## src/rtl/core/fsd_pkg.sv

```systemverilog
// ----------------------------------------------------------------------------
// fsd_pkg: shared definitions for the flux stream decoder
// Result kinds, item and result structures, and default sizes.
// ----------------------------------------------------------------------------
package fsd_pkg;

  // Default width of the sample counters.
  localparam int unsigned CountWidth = 32;

  // Width of the samples field of a result item.
  localparam int unsigned SamplesWidth = 32;

  typedef enum logic [1:0] {
    KindFlux  = 2'd0,
    KindIndex = 2'd1,
    KindEnd   = 2'd2,
    KindBad   = 2'd3
  } kind_e;

  typedef struct packed {
    logic [7:0] data_byte;
    logic       is_last;
  } item_t;

  typedef struct packed {
    logic                           valid;
    kind_e                          kind;
    logic signed [SamplesWidth-1:0] samples;
  } result_t;

endpackage

```

## src/rtl/core/fsd_in_if.sv

```systemverilog
// ----------------------------------------------------------------------------
// fsd_in_if: input byte channel
// Carries one stream byte and its end-of-stream flag per item.
// ----------------------------------------------------------------------------
interface fsd_in_if;
  logic       valid;
  logic       ready;
  logic [7:0] data_byte;
  logic       is_last;

  modport source (output valid, output data_byte, output is_last, input ready);
  modport sink (input valid, input data_byte, input is_last, output ready);
endinterface

```

## src/rtl/core/fsd_out_if.sv

```systemverilog
// ----------------------------------------------------------------------------
// fsd_out_if: decoded event channel
// Carries one event kind and its sample position per item.
// ----------------------------------------------------------------------------
interface fsd_out_if;
  logic               valid;
  logic               ready;
  logic [1:0]         kind;
  logic signed [31:0] samples;

  modport source (output valid, output kind, output samples, input ready);
  modport sink (input valid, input kind, input samples, output ready);
endinterface

```

## src/rtl/core/fsd_core.sv

```systemverilog
// ----------------------------------------------------------------------------
// fsd_core: stream decoding state and per-byte logic
// Holds the token state and sample counters and computes the result of a byte.
// ----------------------------------------------------------------------------
module fsd_core #(
  parameter int unsigned CountWidth = fsd_pkg::CountWidth
) (
  input  logic            clk_i,
  input  logic            rst_ni,
  input  logic            step_i,
  input  fsd_pkg::item_t  item_i,
  output fsd_pkg::result_t res_o
);
  import fsd_pkg::*;

  typedef enum logic [1:0] {
    PhToken  = 2'd0,
    PhLong   = 2'd1,
    PhOpcode = 2'd2,
    PhField  = 2'd3
  } phase_e;

  localparam logic [7:0] OpIndex = 8'd1;
  localparam logic [7:0] OpSpace = 8'd2;
  localparam logic [7:0] LongStart = 8'd250;
  localparam logic [7:0] Escape = 8'd255;

  phase_e                phase_q, phase_d;
  logic [CountWidth-1:0] pending_q, pending_d;
  logic [CountWidth-1:0] since_q, since_d;
  logic [2:0]            long_high_q, long_high_d;
  logic [27:0]           field_q, field_d;
  logic [1:0]            field_cnt_q, field_cnt_d;
  logic                  field_idx_q, field_idx_d;
  logic                  field_done_q, field_done_d;
  logic                  failed_q, failed_d;

  logic [7:0]            b;
  logic [11:0]           long_amount;
  logic [27:0]           field_new;
  logic [CountWidth-1:0] ahead;
  logic [CountWidth-1:0] flux_pos;

  assign b = item_i.data_byte;

  // Long flux length: 249 + high * 255 + second byte.
  assign long_amount = 12'd249 + {1'b0, long_high_q, 8'd0} - {9'd0, long_high_q}
                     + {4'd0, b};

  always_comb begin
    field_new = field_q;
    case (field_cnt_q)
      2'd0: field_new[6:0]   = field_q[6:0]   | b[7:1];
      2'd1: field_new[13:7]  = field_q[13:7]  | b[7:1];
      2'd2: field_new[20:14] = field_q[20:14] | b[7:1];
      default: field_new[27:21] = field_q[27:21] | b[7:1];
    endcase
  end

  assign ahead = pending_q + CountWidth'(field_new);

  always_comb begin
    flux_pos = since_q + pending_q;
    if (phase_q == PhLong) begin
      flux_pos = flux_pos + CountWidth'(long_amount);
    end else begin
      flux_pos = flux_pos + CountWidth'(b);
    end
  end

  always_comb begin
    phase_d      = phase_q;
    pending_d    = pending_q;
    since_d      = since_q;
    long_high_d  = long_high_q;
    field_d      = field_q;
    field_cnt_d  = field_cnt_q;
    field_idx_d  = field_idx_q;
    field_done_d = field_done_q;
    failed_d     = failed_q;
    res_o        = '{valid: 1'b0, kind: KindFlux, samples: '0};

    if (step_i) begin
      if (item_i.is_last) begin
        if (!failed_q) begin
          res_o.valid = 1'b1;
          res_o.kind  = ((b != 8'd0) || (phase_q != PhToken) || field_done_q) ?
                        KindBad : KindEnd;
        end
        phase_d      = PhToken;
        pending_d    = '0;
        since_d      = '0;
        long_high_d  = '0;
        field_d      = '0;
        field_cnt_d  = '0;
        field_idx_d  = 1'b0;
        field_done_d = 1'b0;
        failed_d     = 1'b0;
      end else if (!failed_q) begin
        unique case (phase_q)
          PhLong: begin
            phase_d       = PhToken;
            pending_d     = '0;
            since_d       = flux_pos;
            res_o.valid   = 1'b1;
            res_o.samples = SamplesWidth'(flux_pos);
          end
          PhOpcode: begin
            if ((b == OpIndex) || (b == OpSpace)) begin
              field_idx_d = (b == OpIndex);
              field_d     = '0;
              field_cnt_d = '0;
              phase_d     = PhField;
            end else begin
              failed_d    = 1'b1;
              phase_d     = PhToken;
              res_o.valid = 1'b1;
              res_o.kind  = KindBad;
            end
          end
          PhField: begin
            field_d = field_new;
            if (field_cnt_q != 2'd3) begin
              field_cnt_d = field_cnt_q + 2'd1;
            end else begin
              field_cnt_d  = '0;
              phase_d      = PhToken;
              field_done_d = 1'b1;
              if (field_idx_q) begin
                since_d       = -ahead;
                res_o.valid   = 1'b1;
                res_o.kind    = KindIndex;
                res_o.samples = SamplesWidth'(since_q + ahead);
              end else begin
                pending_d = ahead;
              end
            end
          end
          default: begin
            phase_d      = PhToken;
            field_done_d = 1'b0;
            if (b < LongStart) begin
              pending_d     = '0;
              since_d       = flux_pos;
              res_o.valid   = 1'b1;
              res_o.samples = SamplesWidth'(flux_pos);
            end else if (b != Escape) begin
              long_high_d = 3'(b - LongStart);
              phase_d     = PhLong;
            end else begin
              phase_d = PhOpcode;
            end
          end
        endcase
      end
    end
  end

  always_ff @(posedge clk_i or negedge rst_ni) begin
    if (!rst_ni) begin
      phase_q      <= PhToken;
      pending_q    <= '0;
      since_q      <= '0;
      long_high_q  <= '0;
      field_q      <= '0;
      field_cnt_q  <= '0;
      field_idx_q  <= 1'b0;
      field_done_q <= 1'b0;
      failed_q     <= 1'b0;
    end else begin
      phase_q      <= phase_d;
      pending_q    <= pending_d;
      since_q      <= since_d;
      long_high_q  <= long_high_d;
      field_q      <= field_d;
      field_cnt_q  <= field_cnt_d;
      field_idx_q  <= field_idx_d;
      field_done_q <= field_done_d;
      failed_q     <= failed_d;
    end
  end

  // The final byte always leaves a fresh stream behind it.
  a_last_clears: assert property (@(posedge clk_i) disable iff (!rst_ni)
    step_i && item_i.is_last |=> (phase_q == PhToken) && !failed_q && (since_q == '0))
    else $error("stream state not cleared after final byte");

  // An unknown opcode latches the error flag.
  a_bad_opcode: assert property (@(posedge clk_i) disable iff (!rst_ni)
    step_i && !item_i.is_last && !failed_q && (phase_q == PhOpcode) &&
    (item_i.data_byte != OpIndex) && (item_i.data_byte != OpSpace) |=> failed_q)
    else $error("unknown opcode did not set the error flag");

  // While failed, only the final byte may touch state, and it reports nothing.
  a_failed_silent: assert property (@(posedge clk_i) disable iff (!rst_ni)
    failed_q |-> !res_o.valid)
    else $error("result produced after a stream error");

endmodule

```

## src/rtl/core/flux_stream_decoder.sv

```systemverilog
// ----------------------------------------------------------------------------
// flux_stream_decoder: floppy flux-sample stream decoder
// Turns a byte stream into flux, index and end-of-stream events.
// ----------------------------------------------------------------------------
//
//   Port    Dir  Moves per item
//   ------  ---  -------------------------------------------------------------
//   in_i    in   data_byte (8 b) and is_last (1 b): one raw stream byte
//   out_o   out  kind (2 b) and samples (32 b signed): one decoded event
//
// Each byte is captured in an input register and decoded from there, one
// byte per cycle sustained while out_o does not stall; its event is then
// written to the event register, which offers it on out_o.
// The event register lets a new byte enter while an event still waits.
// The decode between the input and event registers is one short pass of
// adds through the decoder state.
// Reset clears all stream state; the decoder then expects a new token.
// A stall on out_o holds the input register, and in_i.ready drops once
// that register is full.
//
module flux_stream_decoder #(
  parameter int unsigned COUNT_WIDTH = fsd_pkg::CountWidth
) (
  input logic      clk_i,
  input logic      rst_ni,
  fsd_in_if.sink   in_i,
  fsd_out_if.source out_o
);
  import fsd_pkg::*;

  // Input register holding the byte under decode.
  logic    in_valid_q;
  item_t   in_item_q;

  // Result register feeding the output channel.
  logic                           out_valid_q;
  kind_e                          out_kind_q;
  logic signed [SamplesWidth-1:0] out_samples_q;

  logic    advance;
  result_t res;

  // The held byte is decoded once there is room for whatever event it makes.
  assign advance  = in_valid_q && (!out_valid_q || out_o.ready);
  assign in_i.ready = !in_valid_q || advance;

  always_ff @(posedge clk_i or negedge rst_ni) begin
    if (!rst_ni) begin
      in_valid_q <= 1'b0;
    end else if (in_i.ready) begin
      in_valid_q <= in_i.valid;
    end
  end

  always_ff @(posedge clk_i) begin
    if (in_i.ready && in_i.valid) begin
      in_item_q <= '{data_byte: in_i.data_byte, is_last: in_i.is_last};
    end
  end

  fsd_core #(
    .CountWidth(COUNT_WIDTH)
  ) u_core (
    .clk_i (clk_i),
    .rst_ni(rst_ni),
    .step_i(advance),
    .item_i(in_item_q),
    .res_o (res)
  );

  always_ff @(posedge clk_i or negedge rst_ni) begin
    if (!rst_ni) begin
      out_valid_q <= 1'b0;
    end else if (advance && res.valid) begin
      out_valid_q <= 1'b1;
    end else if (out_o.ready) begin
      out_valid_q <= 1'b0;
    end
  end

  always_ff @(posedge clk_i) begin
    if (advance && res.valid) begin
      out_kind_q    <= res.kind;
      out_samples_q <= res.samples;
    end
  end

  assign out_o.valid   = out_valid_q;
  assign out_o.kind    = out_kind_q;
  assign out_o.samples = out_samples_q;

  // Ready only drops while a byte is held back by a stalled event.
  a_ready_stall: assert property (@(posedge clk_i) disable iff (!rst_ni)
    !in_i.ready |-> in_valid_q && out_valid_q && !out_o.ready)
    else $error("input stalled without a pending event");

  // Stream end and error events carry no sample count.
  a_end_zero: assert property (@(posedge clk_i) disable iff (!rst_ni)
    out_valid_q && ((out_kind_q == KindEnd) || (out_kind_q == KindBad))
    |-> out_samples_q == '0)
    else $error("end or error event with nonzero samples");

  // A held event is not overwritten while the consumer stalls.
  a_event_held: assert property (@(posedge clk_i) disable iff (!rst_ni)
    out_valid_q && !out_o.ready |=> out_valid_q && $stable(out_kind_q) &&
    $stable(out_samples_q))
    else $error("stalled event changed");

endmodule

```

## src/flat_wrapper.sv

```systemverilog
// flat-port wrapper written by rule: the top's interface ports become plain ports
module flux_stream_decoder_flat import fsd_pkg::*;
#(
  parameter int unsigned COUNT_WIDTH = fsd_pkg::CountWidth
)
  (clk_i, rst_ni, in_i_valid, in_i_data_byte, in_i_is_last, in_i_ready, out_o_valid, out_o_kind, out_o_samples, out_o_ready);
  fsd_in_if in_i_i ();
  fsd_out_if out_o_i ();
  input logic clk_i;
  input logic rst_ni;
  input wire logic [$bits(in_i_i.valid)-1:0] in_i_valid;
  input wire logic [$bits(in_i_i.data_byte)-1:0] in_i_data_byte;
  input wire logic [$bits(in_i_i.is_last)-1:0] in_i_is_last;
  output wire logic [$bits(in_i_i.ready)-1:0] in_i_ready;
  output wire logic [$bits(out_o_i.valid)-1:0] out_o_valid;
  output wire logic [$bits(out_o_i.kind)-1:0] out_o_kind;
  output wire logic [$bits(out_o_i.samples)-1:0] out_o_samples;
  input wire logic [$bits(out_o_i.ready)-1:0] out_o_ready;
  assign in_i_i.valid = in_i_valid;
  assign in_i_i.data_byte = in_i_data_byte;
  assign in_i_i.is_last = in_i_is_last;
  assign in_i_ready = in_i_i.ready;
  assign out_o_valid = out_o_i.valid;
  assign out_o_kind = out_o_i.kind;
  assign out_o_samples = out_o_i.samples;
  assign out_o_i.ready = out_o_ready;
  flux_stream_decoder #(.COUNT_WIDTH(COUNT_WIDTH)) u_core (.clk_i(clk_i), .rst_ni(rst_ni), .in_i(in_i_i), .out_o(out_o_i));
endmodule
```

## config.mk

```make
export PLATFORM = sky130hd
export DESIGN_NAME = flux_stream_decoder_flat
export DESIGN_NICKNAME = d
export VERILOG_FILES = /design/src/rtl/core/fsd_pkg.sv /design/src/rtl/core/fsd_in_if.sv /design/src/rtl/core/fsd_out_if.sv /design/src/rtl/core/fsd_core.sv /design/src/rtl/core/flux_stream_decoder.sv /design/src/flat_wrapper.sv
export SDC_FILE = /design/constraint.sdc
export NUM_CORES = 1
export LEC_CHECK = 0
export BUFFER_PORTS_ARGS = -buffer_cell sky130_fd_sc_hd__buf_2
export CAP_MARGIN = 0
export CORE_MARGIN = 2
export CORE_UTILIZATION = 40
export CTS_CLUSTER_SIZE = 14
export DETAILED_ROUTE_END_ITERATION = 6
export PLACE_DENSITY = 0.56
export SLEW_MARGIN = 20
export SYNTH_ARGS = -nofsm -noshare
export SYNTH_HDL_FRONTEND = slang
export SYNTH_SLANG_ARGS = --single-unit
export TNS_END_PERCENT = 10
```

## constraint.sdc

```tcl
create_clock -name clk_i -period 5.9 [get_ports clk_i]
set_input_delay 0.295 -clock clk_i [delete_from_list [all_inputs] [get_ports clk_i]]
set_output_delay 0.295 -clock clk_i [all_outputs]
set_load 0.01 [all_outputs]
```

==> results.ini <==
[outcome]
status = complete, no violations

[sta]
slew_violations = 0
tightestPinTransition_ps = 1035
post-route-min-period_ps = 5535
hold_viol_final = 0
maxSlewHeadroom_pct = 30.03
fin_ws_ps = 365.0
clock_skew_ps = 13.40
setup_viol = 0
min_period_over_period_pct = 93.81
rsz0062_at_grt = no
tns_ps = 0
fmax_ghz = 0.1807

[synth]
synth.net_count = 1790
synth-async-reset-ratio_pct = 70.75
yosys.area_share.simple_pct = 19.22
synth_mux_area_share_pct = 1.910
yosysSeqAreaShare_pct = 28.18
syn_inst = 1647
ys_top_cells_by_area = dfrtp_1 19%, ha_1 11%, edfxtp_1 9.3%
yosys_register_bits = 147
yosysTopAreaCell = dfrtp_1
synth_top_family_by_area = compound AO/OA/AOI/OAI gates
synth_xor_area_share_pct = 8.547
syn_area_per_cell_um2 = 8.391
synth_top_cell_area_share_pct = 18.83
yosys_warnings = 0
synth_compound_gate_area_share_pct = 26.75
ys_types = 101
synth_edf_count = 43
synth_area_mm2 = 0.01382
ys.flop_type = dfrtp_1
synthAdderAreaFrac_pct = 12.04

[finish]
antenna_cells = 0
fin_util_pct = 44.78
drive_gt1_share_pct = 9.752
nets = 1823
syn_to_final_growth_pct = 11.10

[detailed_routing]
first_pass_iters = 7
wl_per_cell_um = 20.79
wl_um = 44630
via_per_inst = 5.876
dr_total_vias = 12620
drc = 0
drt_iter0_markers = 1011
detail-route-antenna-nets = 0

[critical_path]
path_cells = inv_1 -> ha_1 -> a21o_1 -> ha_1 -> a21oi_1 -> o21ai_0 -> or3_4 -> o2111ai_1 -> o21ai_0 -> xor2_1 -> ha_2 -> nand3_1 -> or3_1 -> o21a_1 -> nor4_2 -> o41ai_2 -> a21oi_1 -> xnor2_1 -> a22o_1
cp_num_buf_inv = 1
end_kind = register
start_kind = register
cp_slowest_cell = dfrtp_1
path_delay_family = compound AO/OA/AOI/OAI gates
worstSetupPathType = register to register
cp_data_arrival_time_ps = 5740
worstPathRequired_ps = 6100
max_stage_delay_ps = 440
crit_fanout = 7

[clock_tree]
clk_path_buf_depth = 2
numCtsBuffers = 17
cts_max_level = 4
cts_sinks = 147
cts_tree = yes
cts.reportedPaths.clkPinSlew_ps = 60
root_buffer = clkbuf_16
clk_latency_ps = 450

[floorplanning]
initial_utilization_pct = 40.30
io_pins = 49
dieArea_mm2 = 0.03605
core_area_mm2 = 0.03429
die_h_um = 189.9
core.rowCount = 68
die_w_um = 189.9

[grt]
grt_pass1_vias = 11840
grt.overflow.total = 0
antenna_found_initial = 0
grt_usage_pct = 24.96
grt_max_degree = 61
grt_pass1_wl_um = 68890

[power_and_ir_drop]
ir_drop_uv = 221.7
p_per_area_mw_per_mm2 = 224.3
leakage_nw = 7.017

[placement]
portBuffers = 48
place_ws_ps = 250.3
gp_congestion = 0.8984
post-dp-hpwl_um = 34460

[flow_run]
cap_viol_max_count = 0

[hold_path]
hp-class = input port to register

flip-flops by register name, summed over array words and instances, names as in the netlist:
register                    flops
u_core.u_core.field_q          28
u_core.u_core.field_cnt_q       2
u_core.out_o.kind               2
u_core.in_valid_q               1
u_core.u_core.since_q          32
u_core.u_core.field_idx_q       1
u_core.u_core.pending_q        32
u_core.u_core.field_done_q      1
u_core.out_o.samples           32
u_core.u_core.phase_q           2
u_core.out_o.valid              1
u_core.u_core.failed_q          1
u_core.in_item_q                9
u_core.u_core.long_high_q       3
metrics by stage:
stage	power, W	instances	instance area [um2]	hold slack, ps
after global routing	0.003626	2147	15350	0.5333
after detailed placement	0.002287	2115	14690	312.9
final	0.003444	2147	15350	21.28
after global placement	0.002278	2115	14690	315.9
after floorplan	0.001946	1647	13820	-0.5911
after CTS	0.003451	2147	15320	3.783
worst reg2reg max path, delay by kind of cell, from the launching register on:
kind                     cells  cell delay, ps
AND/OR/NAND/NOR              4            1270
AO/OA/AOI/OAI                9            2080
flip-flops                   1             440
adder cells (fa/ha/maj)      3            1110
XOR/XNOR                     2             290
buffers and inverters        1             100
worst paths after layout:
kind                                                    from                        end  slack [ps]  cells after the start
worst min register to register     u_core.u_core.field_q[27]  u_core.u_core.field_q[27]         480                      2
min in group asynchronous                             rst_ni   u_core.u_core.phase_q[0]         360                      2
worst max register to register  u_core.u_core.field_cnt_q[0]   u_core.out_o.samples[31]         360                     19
worst max-delay path            u_core.u_core.field_cnt_q[0]   u_core.out_o.samples[31]         360                     19
worst min-delay path                       in_i_data_byte[6]        u_core.in_item_q[7]          20                      1
max in group asynchronous                             rst_ni  u_core.u_core.field_q[27]        4040                      4
cell type report:
| class | instances | area, um2 |
|---|---|---|
| Clock inverter | 10 | 118.9 |
| Sequential cell | 147 | 3894 |
| Timing Repair Buffer | 85 | 523.0 |
| Tap cell | 455 | 569.3 |
| Clock buffer | 21 | 493.0 |
| Fill cell | 3417 | 18930 |
| Inverter | 50 | 187.7 |
| Multi-Input combinational cell | 1379 | 9568 |
repair_timing:
| item | 4_1_cts | 5_1_grt |
|---|---|---|
| endpoints found under the setup margin | 0 | 6 |
| endpoints found under the hold margin | 32 | 0 |
| hold buffers | 1 | 0 |
| gates resized for setup | 0 | 11 |
| setup buffers | 0 | 0 |
kinds of logic after synthesis:
kind of cell	Yosys count
adders and majority gates	130
and+or+nand+nor	551
buffers and inverters	121
xor gates and xnor gates	134
muxes	26
AOI/OAI and AO/OA	538
DFF	147
per-layer routing:
layer  GRT usage [%]  wire (um)  vias up
met4           9.511       1361        0
met5               0          0        -
met2           41.59      21270      331
met1           33.04      20290     6060
met3           3.136       1706       63
li1                -          -     6162
cells in the mapped netlist, types with 43 or more instances:
cell type,count
edfxtp_1,43
ha_1,125
a21o_1,72
inv_1,49
o21ai_0,126
nor2_1,131
xor2_1,50
nand2_1,190
a21oi_1,105
xnor2_1,83
dfrtp_1,104
clkbuf_1,63
report_power, final:
| group | internal (W) | leakage (nW) | total (W) | switching [W] |
|---|---|---|---|---|
| combinational | 0.000400 | 4.85 | 0.00106 | 0.000663 |
| sequential | 0.00115 | 1.87 | 0.00122 | 0.0000693 |
| clock | 0.000684 | 0.300 | 0.00116 | 0.000477 |
| total | 0.00224 | 7.02 | 0.00344 | 0.00121 |
cells in the final DEF, fill, tap and decap left out, drive strengths merged, types with 15 or more instances in the layout:
master	instances
nand2	190
nor2	131
o21ai	131
ha	125
a21oi	107
dfrtp	104
xnor2	84
buf	84
a21o	72
inv	51
xor2	50
edfxtp	43
nor3	41
nand3	37
a22o	34
o21a	24
mux2i	23
a22oi	21
clkbuf	21
nand2b	20
nand4	19
o21bai	18
and2	16
a211oi	15
nor2b	15
No activity file was read; power rests on OpenSTA's default activity.
